[src/hw/rtl/rarf_pkg.sv]
// Shared types, codes and limits for the register access request framer.
package rarf_pkg;

   localparam int FRAME_BYTES = 1430;
   localparam int MAX_READS   = 256;
   localparam int MAX_BURST   = 256;
   localparam int ADDR_BITS   = 22;
   localparam int RESULT_MAX  = 6;

   localparam logic [3:0] PROTO_VER   = 4'd1;
   localparam logic [3:0] CMD_VERSION = 4'd1;
   localparam logic [3:0] CMD_ACCESS  = 4'd2;

   localparam logic [1:0] MODE_ACCESS  = 2'd0;
   localparam logic [1:0] MODE_WRITE   = 2'd1;
   localparam logic [1:0] MODE_VERSION = 2'd2;
   localparam logic [1:0] MODE_SENT    = 2'd3;

   localparam logic [1:0] SIZE_BYTE = 2'd0;
   localparam logic [1:0] SIZE_HALF = 2'd1;
   localparam logic [1:0] SIZE_WORD = 2'd2;

   localparam logic [2:0] LANE_HALF_LO = 3'd4;
   localparam logic [2:0] LANE_HALF_HI = 3'd5;
   localparam logic [2:0] LANE_WORD    = 3'd6;

   localparam logic [2:0] ST_OK        = 3'd0;
   localparam logic [2:0] ST_BAD_COUNT = 3'd1;
   localparam logic [2:0] ST_ADDR_BIG  = 3'd2;
   localparam logic [2:0] ST_MISALIGN  = 3'd3;
   localparam logic [2:0] ST_REQ_FULL  = 3'd4;
   localparam logic [2:0] ST_REP_FULL  = 3'd5;
   localparam logic [2:0] ST_READ_FULL = 3'd6;
   localparam logic [2:0] ST_STRAY     = 3'd7;

   typedef struct packed {
      logic [1:0]  mode;
      logic [31:0] byte_address;
      logic [1:0]  access_size;
      logic [8:0]  burst_count;
      logic        is_read;
      logic [31:0] write_data;
   } req_type;

   // Everything one request produces: up to six bytes plus shared fields.
   typedef struct packed {
      logic                          has_byte;
      logic [2:0]                    count;
      logic [RESULT_MAX-1:0][7:0]    bytes;
      logic [10:0]                   base;
      logic [2:0]                    status;
      logic [10:0]                   req_total;
      logic [10:0]                   rep_total;
   } plan_type;

endpackage

[src/hw/rtl/register_access_request_framer.sv]
// Top level of the register access request framer.
// Each request is captured in an input register, decoded combinationally into a
// plan of up to six frame bytes (2-byte header when a frame opens, a
// little-endian command word, or 2 or 4 write data bytes), and the plan is
// loaded into a result register that hands out one byte per cycle while
// rsp_ready is high. A request yields one result with no byte for errors,
// stray data or frame sent, two bytes for a header or a byte/16-bit data
// element, four for a 32-bit element or a command in an open frame, six for a
// command that opens a frame. The byte-wide result port sets the pace; the
// input register takes the next request while the current plan drains, and
// the next plan loads as the last byte is taken. Frame state (sequence number,
// request and reply lengths, queued reads, pending write elements) updates at
// the moment a plan is loaded. No clearing pass after reset.
module register_access_request_framer (
   input  logic        clock,
   input  logic        reset,
   input  logic        req_valid,
   output logic        req_ready,
   input  logic [1:0]  req_mode,
   input  logic [31:0] req_byte_address,
   input  logic [1:0]  req_access_size,
   input  logic [8:0]  req_burst_count,
   input  logic        req_is_read,
   input  logic [31:0] req_write_data,
   output logic        rsp_valid,
   input  logic        rsp_ready,
   output logic        rsp_has_byte,
   output logic [7:0]  rsp_byte_value,
   output logic [10:0] rsp_byte_offset,
   output logic [2:0]  rsp_status,
   output logic [10:0] rsp_request_total,
   output logic [10:0] rsp_reply_total,
   output logic        rsp_last
);
   import rarf_pkg::*;

   logic     req_valid_ff;
   req_type  req_ff;
   plan_type plan;
   logic     free, load;

   // plan moves to the result register when that register is empty or
   // its last byte is taken this cycle
   assign load      = req_valid_ff && free;
   assign req_ready = !req_valid_ff || load;

   always_ff @(posedge clock) begin
      if (reset) begin
         req_valid_ff <= 1'b0;
      end else if (req_ready) begin
         req_valid_ff <= req_valid;
      end
   end

   always_ff @(posedge clock) begin
      if (req_valid && req_ready) begin
         req_ff.mode         <= req_mode;
         req_ff.byte_address <= req_byte_address;
         req_ff.access_size  <= req_access_size;
         req_ff.burst_count  <= req_burst_count;
         req_ff.is_read      <= req_is_read;
         req_ff.write_data   <= req_write_data;
      end
   end

   rarf_core u_core (
      .clock (clock),
      .reset (reset),
      .load  (load),
      .item  (req_ff),
      .plan  (plan)
   );

   rarf_emit u_emit (
      .clock             (clock),
      .reset             (reset),
      .load              (load),
      .plan              (plan),
      .free              (free),
      .rsp_valid         (rsp_valid),
      .rsp_ready         (rsp_ready),
      .rsp_has_byte      (rsp_has_byte),
      .rsp_byte_value    (rsp_byte_value),
      .rsp_byte_offset   (rsp_byte_offset),
      .rsp_status        (rsp_status),
      .rsp_request_total (rsp_request_total),
      .rsp_reply_total   (rsp_reply_total),
      .rsp_last          (rsp_last)
   );

   // a result without a byte is always the only one for its request
   a_empty_single: assert property (@(posedge clock) disable iff (reset)
      rsp_valid && !rsp_has_byte |-> rsp_last)
      else $error("empty result not marked last");

   // a multi-byte plan keeps presenting until its last byte
   a_plan_continues: assert property (@(posedge clock) disable iff (reset)
      rsp_valid && rsp_ready && !rsp_last |=> rsp_valid)
      else $error("result stream broke inside a request");

   // byte offsets within one request step by one
   a_offset_step: assert property (@(posedge clock) disable iff (reset)
      rsp_valid && rsp_ready && rsp_has_byte && !rsp_last
      |=> rsp_byte_offset == 11'($past(rsp_byte_offset) + 11'd1))
      else $error("byte offset did not advance");

   // taking a request while one is held means the held one moves on
   a_no_overwrite: assert property (@(posedge clock) disable iff (reset)
      req_valid && req_ready && req_valid_ff |-> load)
      else $error("held request overwritten");

endmodule

[src/hw/rtl/rarf_core.sv]
// Frame state registers and the single-pass request decode into a result plan.
module rarf_core (
   input  logic               clock,
   input  logic               reset,
   input  logic               load,
   input  rarf_pkg::req_type  item,
   output rarf_pkg::plan_type plan
);
   import rarf_pkg::*;

   logic [3:0]  seq_ff, seq_in;
   logic [10:0] reqlen_ff, reqlen_in;
   logic [10:0] replen_ff, replen_in;
   logic [8:0]  rdcnt_ff, rdcnt_in;
   logic [8:0]  wrem_ff, wrem_in;
   logic [2:0]  wlane_ff, wlane_in;

   logic [1:0]  lo;
   logic [2:0]  lane;
   logic        mis, bad_cnt, too_big, opening;
   logic [10:0] reqlen_h, replen_h, dat, req_add, rep_add;
   logic [8:0]  rdcnt_h;
   logic        req_full, rep_full, reads_full;
   logic [31:0] word;
   logic [7:0]  seq_byte;
   logic [7:0]  cnt_m1;

   assign lo = item.byte_address[1:0];

   always_comb begin
      mis  = 1'b0;
      lane = {1'b0, lo};
      case (item.access_size)
         SIZE_BYTE: lane = {1'b0, lo};
         SIZE_HALF: begin
            if (lo == 2'd0) lane = LANE_HALF_LO;
            else if (lo == 2'd2) lane = LANE_HALF_HI;
            else mis = 1'b1;
         end
         SIZE_WORD: begin
            lane = LANE_WORD;
            mis  = (lo != 2'd0);
         end
         default: mis = 1'b1;
      endcase
   end

   assign bad_cnt  = (item.burst_count == 9'd0) || (item.burst_count > 9'(MAX_BURST));
   assign too_big  = |item.byte_address[31:ADDR_BITS];
   assign opening  = (reqlen_ff == 11'd0);
   assign reqlen_h = opening ? 11'd2 : reqlen_ff;
   assign replen_h = opening ? 11'd2 : replen_ff;
   assign rdcnt_h  = opening ? 9'd0 : rdcnt_ff;

   // data bytes per burst: 2 per element, 4 for the full-word lane
   assign dat     = (lane == LANE_WORD) ? {item.burst_count, 2'b00}
                                        : {1'b0, item.burst_count, 1'b0};
   assign req_add = 11'd4 + (item.is_read ? 11'd0 : dat);
   assign rep_add = item.is_read ? dat : 11'd0;

   assign req_full   = ({1'b0, reqlen_h} + {1'b0, req_add}) > 12'(FRAME_BYTES);
   assign rep_full   = ({1'b0, replen_h} + {1'b0, rep_add} + 12'd2) > 12'(FRAME_BYTES);
   assign reads_full = item.is_read && (rdcnt_h >= 9'(MAX_READS));

   assign cnt_m1   = 8'(item.burst_count - 9'd1);
   assign word     = {item.is_read, lane, cnt_m1, item.byte_address[ADDR_BITS-1:2]};
   assign seq_byte = {4'd0, seq_ff};

   always_comb begin
      seq_in    = seq_ff;
      reqlen_in = reqlen_ff;
      replen_in = replen_ff;
      rdcnt_in  = rdcnt_ff;
      wrem_in   = wrem_ff;
      wlane_in  = wlane_ff;

      plan          = '0;
      plan.count    = 3'd1;
      plan.status   = ST_OK;

      case (item.mode)
         MODE_ACCESS: begin
            if (mis) plan.status = ST_MISALIGN;
            else if (bad_cnt) plan.status = ST_BAD_COUNT;
            else if (too_big) plan.status = ST_ADDR_BIG;
            else begin
               wrem_in = 9'd0;
               if (opening) begin
                  seq_in    = seq_ff + 4'd1;
                  reqlen_in = 11'd2;
                  replen_in = 11'd2;
                  rdcnt_in  = 9'd0;
               end
               plan.base = opening ? 11'd0 : reqlen_ff;
               if (req_full) plan.status = ST_REQ_FULL;
               else if (rep_full) plan.status = ST_REP_FULL;
               else if (reads_full) plan.status = ST_READ_FULL;

               if (plan.status != ST_OK) begin
                  // header, if one went out, stays in the frame
                  if (opening) begin
                     plan.has_byte = 1'b1;
                     plan.count    = 3'd2;
                     plan.bytes    = {32'd0, seq_byte, CMD_ACCESS, PROTO_VER};
                  end
               end else begin
                  plan.has_byte = 1'b1;
                  if (opening) begin
                     plan.count = 3'd6;
                     plan.bytes = {word, seq_byte, CMD_ACCESS, PROTO_VER};
                  end else begin
                     plan.count = 3'd4;
                     plan.bytes = {16'd0, word};
                  end
                  reqlen_in = reqlen_h + 11'd4;
                  if (item.is_read) begin
                     replen_in = replen_h + rep_add;
                     rdcnt_in  = rdcnt_h + 9'd1;
                  end else begin
                     wrem_in  = item.burst_count;
                     wlane_in = lane;
                  end
               end
            end
         end
         MODE_WRITE: begin
            if (wrem_ff == 9'd0) plan.status = ST_STRAY;
            else begin
               plan.has_byte = 1'b1;
               plan.base     = reqlen_ff;
               if (!wlane_ff[2]) begin
                  // byte lane: data byte then zero pad
                  plan.count = 3'd2;
                  plan.bytes = {40'd0, item.write_data[7:0]};
               end else if (wlane_ff != LANE_WORD) begin
                  plan.count = 3'd2;
                  plan.bytes = {32'd0, item.write_data[15:0]};
               end else begin
                  plan.count = 3'd4;
                  plan.bytes = {16'd0, item.write_data};
               end
               reqlen_in = reqlen_ff + 11'(plan.count);
               wrem_in   = wrem_ff - 9'd1;
            end
         end
         MODE_VERSION: begin
            plan.has_byte = 1'b1;
            plan.count    = 3'd2;
            plan.bytes    = {32'd0, seq_byte, CMD_VERSION, PROTO_VER};
            seq_in        = seq_ff + 4'd1;
            reqlen_in     = 11'd2;
            replen_in     = 11'd2;
            rdcnt_in      = 9'd0;
            wrem_in       = 9'd0;
         end
         default: begin
            reqlen_in = 11'd0;
            replen_in = 11'd0;
            rdcnt_in  = 9'd0;
            wrem_in   = 9'd0;
         end
      endcase

      plan.req_total = reqlen_in;
      plan.rep_total = replen_in;
   end

   always_ff @(posedge clock) begin
      if (reset) begin
         seq_ff    <= '0;
         reqlen_ff <= '0;
         replen_ff <= '0;
         rdcnt_ff  <= '0;
         wrem_ff   <= '0;
         wlane_ff  <= '0;
      end else if (load) begin
         seq_ff    <= seq_in;
         reqlen_ff <= reqlen_in;
         replen_ff <= replen_in;
         rdcnt_ff  <= rdcnt_in;
         wrem_ff   <= wrem_in;
         wlane_ff  <= wlane_in;
      end
   end

endmodule

[src/hw/rtl/rarf_emit.sv]
// Result register: holds one plan and hands its bytes out one per cycle while rsp_ready is high.
module rarf_emit (
   input  logic               clock,
   input  logic               reset,
   input  logic               load,
   input  rarf_pkg::plan_type plan,
   output logic               free,
   output logic               rsp_valid,
   input  logic               rsp_ready,
   output logic               rsp_has_byte,
   output logic [7:0]         rsp_byte_value,
   output logic [10:0]        rsp_byte_offset,
   output logic [2:0]         rsp_status,
   output logic [10:0]        rsp_request_total,
   output logic [10:0]        rsp_reply_total,
   output logic               rsp_last
);
   import rarf_pkg::*;

   logic     full_ff;
   logic [2:0] idx_ff;
   plan_type plan_ff;

   assign rsp_valid         = full_ff;
   assign rsp_last          = (idx_ff + 3'd1) == plan_ff.count;
   assign rsp_has_byte      = plan_ff.has_byte;
   assign rsp_byte_value    = plan_ff.bytes[idx_ff];
   assign rsp_byte_offset   = plan_ff.has_byte ? plan_ff.base + 11'(idx_ff) : 11'd0;
   assign rsp_status        = plan_ff.status;
   assign rsp_request_total = plan_ff.req_total;
   assign rsp_reply_total   = plan_ff.rep_total;

   assign free = !full_ff || (rsp_ready && rsp_last);

   always_ff @(posedge clock) begin
      if (reset) begin
         full_ff <= 1'b0;
         idx_ff  <= '0;
      end else if (load) begin
         full_ff <= 1'b1;
         idx_ff  <= '0;
      end else if (full_ff && rsp_ready) begin
         if (rsp_last) full_ff <= 1'b0;
         else idx_ff <= idx_ff + 3'd1;
      end
   end

   always_ff @(posedge clock) begin
      if (load) plan_ff <= plan;
   end

endmodule
[config.mk]
export PLATFORM = sky130hd
export DESIGN_NAME = register_access_request_framer
export DESIGN_NICKNAME = d
export VERILOG_FILES = /design/src/hw/rtl/rarf_pkg.sv /design/src/hw/rtl/register_access_request_framer.sv /design/src/hw/rtl/rarf_core.sv /design/src/hw/rtl/rarf_emit.sv
export SDC_FILE = /design/constraint.sdc
export NUM_CORES = 1
export LEC_CHECK = 0
export BUFFER_PORTS_ARGS = -buffer_cell sky130_fd_sc_hd__buf_2
export CORE_ASPECT_RATIO = 1.75
export CORE_MARGIN = 8
export CORE_UTILIZATION = 55
export DETAILED_ROUTE_END_ITERATION = 10
export PLACE_DENSITY = 0.75
export SYNTH_ARGS = -nofsm -noshare
export SYNTH_HDL_FRONTEND = slang
export SYNTH_SLANG_ARGS = --single-unit
[constraint.sdc]
create_clock -name clock -period 8.52 [get_ports clock]
set_input_delay 2.556 -clock clock [delete_from_list [all_inputs] [get_ports clock]]
set_output_delay 2.556 -clock clock [all_outputs]
set_load 0.05 [all_outputs]
==> metrics.txt, run 1 <==
CTS buffer count=21; pwr dens=183 nW/um^2; met3 WL=between 2000 and 2500 um; startpoint types=flop; Seq cells post-synth=roughly 220; Final Cycle Share=between 70 and 80%; reg-to-reg startpoint=req_ff[42]; IO buf count=129; wire length per cell=21.1 um; starting density of the core=between 50% and 60%; Cells after Synth=1225; most area-hungry cell type in the Yosys netlist=edfxtp_1; Worst Path Required=8.84 ns; # Post-CTS Setup Buffers=0; Area Growth Syn to Fin=10.8%; crit-path max FO=16; DRT iter0 DRCs=878; clock root buffer=clkbuf_16; CTS tree=yes; minimum clock period=6.70 ns; skew final=0.0225 ns; first-pass GRT wire length=52500 um; RSZ-0062 raised after global routing=false; max-cap violations=0; vias in the first global route=10100; I/O pin cnt=130; top layer in use=met4; n_diodes=0; main flop type after synthesis=edfxtp_1; die height=~220 um; Max Slew Vio Count=0; share of cells above drive strength 1=16.8%; Max-slew headroom=a little over a fifth; Overall Global Routing Usage=23.8%; final worst slack=1.82 ns; Syn Nets=between 1000 and 1500; Setup CP Type=reg -> reg; drt first pass iters=7; Filler cells=1922; Chip Width=~130 um; Met1 Wirelength=11600 um; Max VDD drop=0.000190 V; max incr delay on CP=0.59 ns; Placeable Area=around 23000 sq um; # rows=73; async set or reset register ratio after synthesis=0%; DRC viols=0; routed via count=10100; Final Hold Vio Count=0; synth unique cells=92; Layout Nets=roughly 1400; Synth Cell Area=roughly 13000 sq um; final setup vio count=0; GPL Wtd Cong=0.988; Clock Sinks=218; Crit. End Element=flop; Clock H-tree levels=1; EDFF count, synth=166; crit path max-delay cell type=nor4b_4; status=finished clean; Max Clk Rate=149 MHz; clk slew on worst S/H paths=around 0.070 ns; Worst path most repeated cell=a21oi_1; DP Worst Slack=1.98 ns; crit path from=req_ff[42]; Syn Area/Cell=10.3 sq um; Total Wirelength=approximately 34000 um; min-delay src=u_core.wrem_ff[8]; final core utilization=61.9%; Synth warnings=0; vias per cell=6.30; post-route setup TNS=0 ns; count leader, synth=edfxtp_1; initial antenna violation count=0; final std cells w/o fill=1606; total die area=around 28000 sq um; sequential cell area fraction in the yosys report=47.6%; Cells after DPL=1568; Clock Path Buffers=3; worst skew pair latency=0.51 ns; top cells by count, synth=edfxtp_1, nand2_1, nor2_1; met2 WL post-DR=between 15000 and 20000 um; worst slew pin tran=around 1.2 ns; gr ovfl total=0; synth top area cells=edfxtp_1, dfxtp_1, ha_1; Detail Route Antenna Nets=0; Hold Path Class=reg -> reg; critical path data arrival time=7.02 ns; Leak=~5.4 nW; post-cts resize count=0; largest net degree at the start of global routing=73; CP Cell Sequence=inv_1, ha_1, a21o_1, a21oi_1, or3_1, a21boi_0, or2_2, inv_1, ha_1, nand2_1, o21ai_0, o21ai_0, a21oi_1, a21oi_1, ha_1, o211a_1, a21oi_1, a21o_1, nand3_1, nor4b_4, and2_1, nand2_1, o21ai_0; Synth top area share=39.4%; post-detail-place hpwl=24700 um; hold_buf cts=0
[routing by layer]
metal | vias to the layer above | GRT usage [%]
met2 | 536 | 43.0
met1 | 4769 | 24.5
li1 | 4664 | -
met3 | 149 | 3.42
met5 | - | 0
met4 | 0 | 16.5
[critical path, delay by kind of cell (launching register included)]
family / cells / cell delay, ns
buf+inv: 2 / 0.13
simple gates: 7 / 2.64
fa+ha+maj: 3 / 1.02
compound gates: 11 / 2.32
flops: 1 / 0.38
[per-stage QoR]
| step | hold slack [ns] | total power, mW | instance area [sq um] |
|---|---|---|---|
| floorplan | 0.444 | 1.46 | 12600 |
| global placement | 0.468 | 1.54 | 13300 |
| detailed placement | 0.479 | 1.55 | 13300 |
| CTS | 0.489 | 2.57 | 14000 |
| global route | 0.524 | 2.63 | 14000 |
| finish | 0.491 | 2.56 | 14000 |
[cell usage in the layout, fill, tap and decap left out, types with 31 or more instances in the layout]
cell type / netlist / final
edfxtp_1: 166 / 166
buf_2: 6 / 129
nand2_1: 100 / 100
nor2_1: 97 / 97
a21oi_1: 76 / 76
o21ai_0: 64 / 64
dfxtp_1: 52 / 52
ha_1: 48 / 48
inv_1: 42 / 42
and2_1: 37 / 36
nand3_1: 31 / 31
[area by class of cell]
class                           instances  area [sq um]  area share (%)
Clock buffer                           22           529            3.78
Clock inverter                         16           230            1.64
Inverter                               44           168            1.20
Multi-Input combinational cell        865          5950            42.5
Sequential cell                       218          6030            43.0
Tap cell                              300           375            2.68
Timing Repair Buffer                  141           736            5.25
[final timing paths]
check	end	cells after the start	slack, ns
setup / recovery	u_emit.plan_ff[58]	23	1.82
hold / removal	u_core.wrem_ff[8]	2	0.49
setup reg to reg	u_emit.plan_ff[58]	23	1.82
hold reg to reg	u_core.wrem_ff[8]	2	0.49
[kinds of logic (layout without fill, tap and decap cells)]
logic type                 after synthesis  after routing  synth area share [%]
adders and majority gates               60             60                  6.65
xor gates and xnor gates                35             35                  2.54
and+or+nand+nor                        420            420                  17.3
muxes                                   35             35                  3.56
AOI/OAI and AO/OA                      315            315                  17.0
buffers and inverters                  142            223                  5.29
DFF                                    218            218                  47.6
[registers in the layout, summed over array words and instances (netlist names), 9 cells and up]
name and flops:
req_ff 78, u_emit.rsp_reply_total 11, u_emit.rsp_request_total 11, u_core.reqlen_ff 11
u_core.replen_ff 11, u_emit.plan_ff 62, u_core.wrem_ff 9, u_core.rdcnt_ff 9
[report_power, final]
part | internal, mW | switching [mW]
clock network | 0.612 | 0.417
registers | 1.19 | 0.0319
logic | 0.0962 | 0.208
No activity file was read; power rests on OpenSTA's default activity.
==> run 2, diff against run 1 <==
- CORE_UTILIZATION: 55 -> 54
- PLACE_DENSITY: 0.75 -> 0.77
- clock period: 8.52 -> 5.86 ns (I/O delays scaled with it)
==> run 2 against run 1 <==
  * Total power grew 39%
  * Sequential cell count is the same
  * Clock power is 27% higher
  * Highest routed layer unchanged
==> metrics.txt, run 2 (same netlist as run 1, synthesis figures left out) <==
Max Clk Rate=about 180 MHz; Clock Sinks=218; most common cell after layout, fill and taps aside=edfxtp_1; max-cap violations=0; die height=roughly 220 um; max reg flops=78; Leak=around 5.6 nW; Overall Global Routing Usage=23.5%; startpoint types=flop; post-detail-place hpwl=26000 um; Hold Path Class=reg -> reg; Max-slew headroom=29.5%; # rows=74; n_diodes=0; Final Hold Vio Count=0; vias per cell=just over 6; Detail Route Antenna Nets=0; hold_buf cts=0; crit path max-delay cell type=edfxtp_1; routed via count=between 10000 and 15000; GPL Wtd Cong=0.917; Worst Path Required=6.12 ns; Worst path most repeated cell=nand2_1; Total Wirelength=34200 um; post-route setup TNS=0 ns; clk slew on worst S/H paths=0.07 ns; largest net degree at the start of global routing=105; Placeable Area=~23000 sq um; total die area=28800 sq um; Largest regs=req_ff x78, u_emit.plan_ff x62; first-pass GRT wire length=roughly 54000 um; Storage cell area=6030 sq um; Crit. End Element=flop; Cells after DPL=approximately 1600; Max VDD drop=0.000282 V; pwr dens=roughly 250 nW/um^2; drt first pass iters=6; Filler cells=1922; Area Growth Syn to Fin=12.5%; final std cells w/o fill=1641; I/O pin cnt=130; footprint of the multi-input gates=6000 sq um; vias in the first global route=10300; IO buf count=129; DRC viols=0; minimum clock period=5.51 ns; initial antenna violation count=0; Chip Width=132 um; gr ovfl total=0; Clock H-tree levels=1; crit-path max FO=6; Layout Nets=approximately 1500; Max Slew Vio Count=0; final setup vio count=0; most flop-heavy register=req_ff; starting density of the core=54.6%; worst slew pin tran=approximately 1.1 ns; DRT iter0 DRCs=723; critical path data arrival time=5.77 ns; Setup CP Type=reg -> reg; Clock Path Buffers=3; status=finished clean; share of cells above drive strength 1=19.3%; clock root buffer=clkbuf_16; skew final=0.0263 ns; wire length per cell=20.9 um; final core utilization=61.4%; RSZ-0062 raised after global routing=false; worst skew pair latency=0.53 ns; most frequent cells in the layout=edfxtp_1, buf_2, nand2_1, nor2_1, a21oi_1; CTS tree=yes; CTS buffer count=21; Final Cycle Share=94.0%; max incr delay on CP=0.38 ns
==> run 2: where the power goes <==
part	leakage, nW	switching [mW]	internal (mW)
logic	3.24	0.313	0.154
clock network	0.313	0.584	0.726
registers	2.01	0.0424	1.74
==> run 2: what timing repair did <==
action / 4_1_cts / 5_1_grt
buffers inserted: 0 / 6
resized for setup: 0 / 13
endpoints found under the setup margin: 0 / 91
==> run 2: area by class of cell <==
type | count | share of cell area (%)
sequential | 218 | 42.4
multi-input combinational | 866 | 42.2
timing repair buffer | 171 | 6.93
clock buffer | 26 | 3.90
tap | 304 | 2.67
inverter | 44 | 1.17
clock inverter | 12 | 0.765
==> run 2: path summary, 6_finish.rpt <==
path / slack [ns] / end / cells after the start / from
max: 0.35 / u_emit.rsp_request_total[3] / 26 / req_ff[42]
min reg2reg: 0.49 / u_core.wrem_ff[8] / 2 / u_core.wrem_ff[8]
min: 0.49 / u_core.wrem_ff[8] / 2 / u_core.wrem_ff[8]
max reg2reg: 0.35 / u_emit.rsp_request_total[3] / 26 / req_ff[42]
==> run 2: critical path, delay by kind of cell, from the launching register on <==
kind                       cells  cell delay [ns]
buffers and inverters          4             0.45
and+or+nand+nor                8             1.36
adders and majority gates      3             0.78
AOI/OAI and AO/OA             11             2.26
DFF                            1             0.38
==> run 2: routing by layer <==
metal	wire (um)	GRT usage, %
met3	1760	3.45
met5	0	0
met2	18000	43.4
met4	2650	18.4
met1	11800	23.3
==> run 2: metrics by stage <==
| stage | area, sq um | power (mW) | hold WS (ns) | setup WS, ns |
|---|---|---|---|---|
| after floorplan | 12600 | 2.12 | 0.444 | 0.415 |
| after CTS | 14100 | 3.57 | 0.496 | 0.0157 |
| after detailed placement | 13500 | 2.27 | 0.487 | 0.0584 |
| after global routing | 14200 | 3.67 | 0.523 | 0.0110 |
| after global placement | 13500 | 2.26 | 0.471 | 0.264 |
| final | 14200 | 3.55 | 0.490 | 0.354 |
==> run 3, diff against run 2 <==
- ABC_AREA: not set -> 1
==> run 3 against run 2 <==
  * Final cell count is 16% higher
  * Sequential power hardly changed
  * Routed wire length is 0.59% higher
  * Synthesized cell count is 22% higher
  * Global-route usage hardly changed
  * Register-to-register slack better by 0.22 ns
  * Sequential share of layout area is 0.42 points higher
  * Critical path depth is 1 higher
  * First-iteration DRC count is 19% higher
  * Non-clock buffer count is 27 lower
  * Largest power group unchanged
==> metrics.txt, run 3 <==
post-detail-place hpwl=25700 um; RSZ-0062 raised after global routing=false; Clock Sinks=218; Seq cells post-synth=218; Overall Global Routing Usage=23.5%; skew final=0.0132 ns; sequential cell area fraction in the yosys report=between 40 and 50%; worst slew pin tran=~1.1 ns; first-pass GRT wire length=53400 um; Overall Power=3.72 mW; final std cells w/o fill=1897; Chip Width=about 130 um; crit path from=req_ff[43]; most common cell after layout, fill and taps aside=nand2_1; Detail Route Antenna Nets=0; final setup vio count=0; max-cap violations=0; DRC viols=0; I/O pin cnt=130; drt first pass iters=6; worst hold path depth=2; Clock Path Buffers=3; minimum clock period=roughly 5.3 ns; Filler cells=2053; most flop-heavy register=req_ff; Hold Path Class=reg -> reg; fin area=approximately 14000 sq um; Syn Area/Cell=8.48 sq um; worst skew pair latency=about 0.52 ns; Cells after Synth=about 1500; Synth Cell Area=approximately 13000 sq um; # Post-CTS Setup Buffers=0; Clock H-tree levels=1; Final Hold Vio Count=0; count leader, synth=nand2_1; Worst Path Required=about 6.1 ns; initial antenna violation count=0; wire length per cell=18.2 um; Max VDD drop=around 0.00030 V; most frequent cells in the layout=nand2_1, inv_1, edfxtp_1, nor2_1, buf_2; largest net degree at the start of global routing=79; clock root buffer=clkbuf_16; synth unique cells=59; Largest regs=req_ff x78, u_emit.plan_ff x62; Max-slew headroom=25.4%; Total Wirelength=between 30000 and 40000 um; starting density of the core=between 50% and 60%; startpoint types=flop; async set or reset register ratio after synthesis=0%; reg2reg path depth=27; DP Worst Slack=0.683 ns; vias in the first global route=about 11000; Crit. End Element=flop; main flop type after synthesis=edfxtp_1; reg-to-reg startpoint=req_ff[43]; # rows=74; Layout Nets=roughly 1700; clk slew on worst S/H paths=0.07 ns; Max Slew Vio Count=0; Placeable Area=23100 sq um; routed via count=about 11000; min-delay src=u_core.replen_ff[6]; Cells after DPL=1860; status=finished clean; post-route setup TNS=0 ns; vias per cell=5.60; final core utilization=between 60% and 70%; max reg flops=78; hold_buf cts=0; Leak=6.06 nW; pwr dens=264 nW/um^2; n_diodes=0; EDFF count, synth=166; WHS=around 0.46 ns; Setup CP Type=reg -> reg; IO buf count=129; CTS tree=yes; crit-path max FO=40; top cells by count, synth=nand2_1, inv_1, edfxtp_1; placed inst area=between 10000 and 15000 sq um; total die area=28800 sq um; share of cells above drive strength 1=14.1%; Max Clk Rate=roughly 190 MHz; die height=218 um; Area Growth Syn to Fin=11.4%; Synth top area share=39.4%; Syn Nets=1632; GPL Wtd Cong=1.02; final worst slack=0.570 ns; critical path data arrival time=5.52 ns; post-cts resize count=0; gr ovfl total=0; Final Cycle Share=about nine tenths; CTS buffer count=21; synth top area cells=edfxtp_1, nand2_1, dfxtp_1; DRT iter0 DRCs=857; Synth warnings=0; most area-hungry cell type in the Yosys netlist=edfxtp_1
==> run 3: changes by cell type after synthesis, moves of 35 or more <==
| cell | delta |
|---|---|
| nand3_1 | +78 |
| nor2_1 | +60 |
| o21ai_0 | +49 |
| inv_1 | +130 |
| nand2_1 | +214 |
| and2_1 | -35 |
==> run 3: logic make-up after synthesis <==
kind of cell	after synthesis	synth area share (%)
simple gates	673	23.5
buf+inv	265	9.16
compound gates	242	10.7
flops	218	47.7
fa+ha+maj	60	6.65
xor+xnor	32	2.28
==> run 3: per-layer routing <==
layer / up-vias / global-route usage, % / part of all wire [%]
met2: 480 / 43.4 / 52
met1: 4871 / 23.1 / 34
met5: - / 0 / 0
met4: 0 / 18.9 / 7.8
met3: 144 / 3.49 / 6.0
li1: 5136 / - / -
==> run 3: power breakdown <==
| group | leakage, nW | internal, mW | switching [mW] |
|---|---|---|---|
| clock network | 0.352 | 0.843 | 0.604 |
| logic | 3.68 | 0.131 | 0.359 |
| registers | 2.02 | 1.74 | 0.0394 |
| total | 6.06 | 2.72 | 1.00 |
==> run 3: worst paths after layout <==
| kind | end | slack (ns) |
|---|---|---|
| min | u_core.replen_ff[6] | 0.46 |
| min reg2reg | u_core.replen_ff[6] | 0.46 |
| max reg2reg | u_emit.rsp_reply_total[6] | 0.57 |
| max | u_emit.rsp_reply_total[6] | 0.57 |
==> run 3: worst max-delay path, stage by stage (launching register included) <==
cell and delay, ns:
edfxtp_1 0.42, ha_1 0.37, inv_1 0.05, nand2_1 0.05
o21a_1 0.20, inv_1 0.11, nor3_4 0.48, o21ai_0 0.27
nor4_2 0.45, nand4_1 0.18, xor2_1 0.16, inv_1 0.07
ha_1 0.34, nand2_1 0.10, nor2_1 0.16, nand3_1 0.11
nand4_1 0.11, xnor2_1 0.12, inv_1 0.05, nand2_1 0.08
nand2_2 0.09, nor2_4 0.18, buf_4 0.43, nand2_1 0.08
o21ai_0 0.09, nand2_1 0.07, nand2_1 0.06, o21ai_0 0.10
==> run 3: final cells by class <==
type | count | area [sq um] | share of cell area, %
multi-input cells | 1007 | 5470 | 38.8
well taps | 304 | 380 | 2.70
inverters | 187 | 704 | 5.00
repair buffers | 144 | 771 | 5.47
flip-flops and latches | 218 | 6030 | 42.8
clock buffers | 21 | 526 | 3.73
clock inverters | 16 | 208 | 1.47
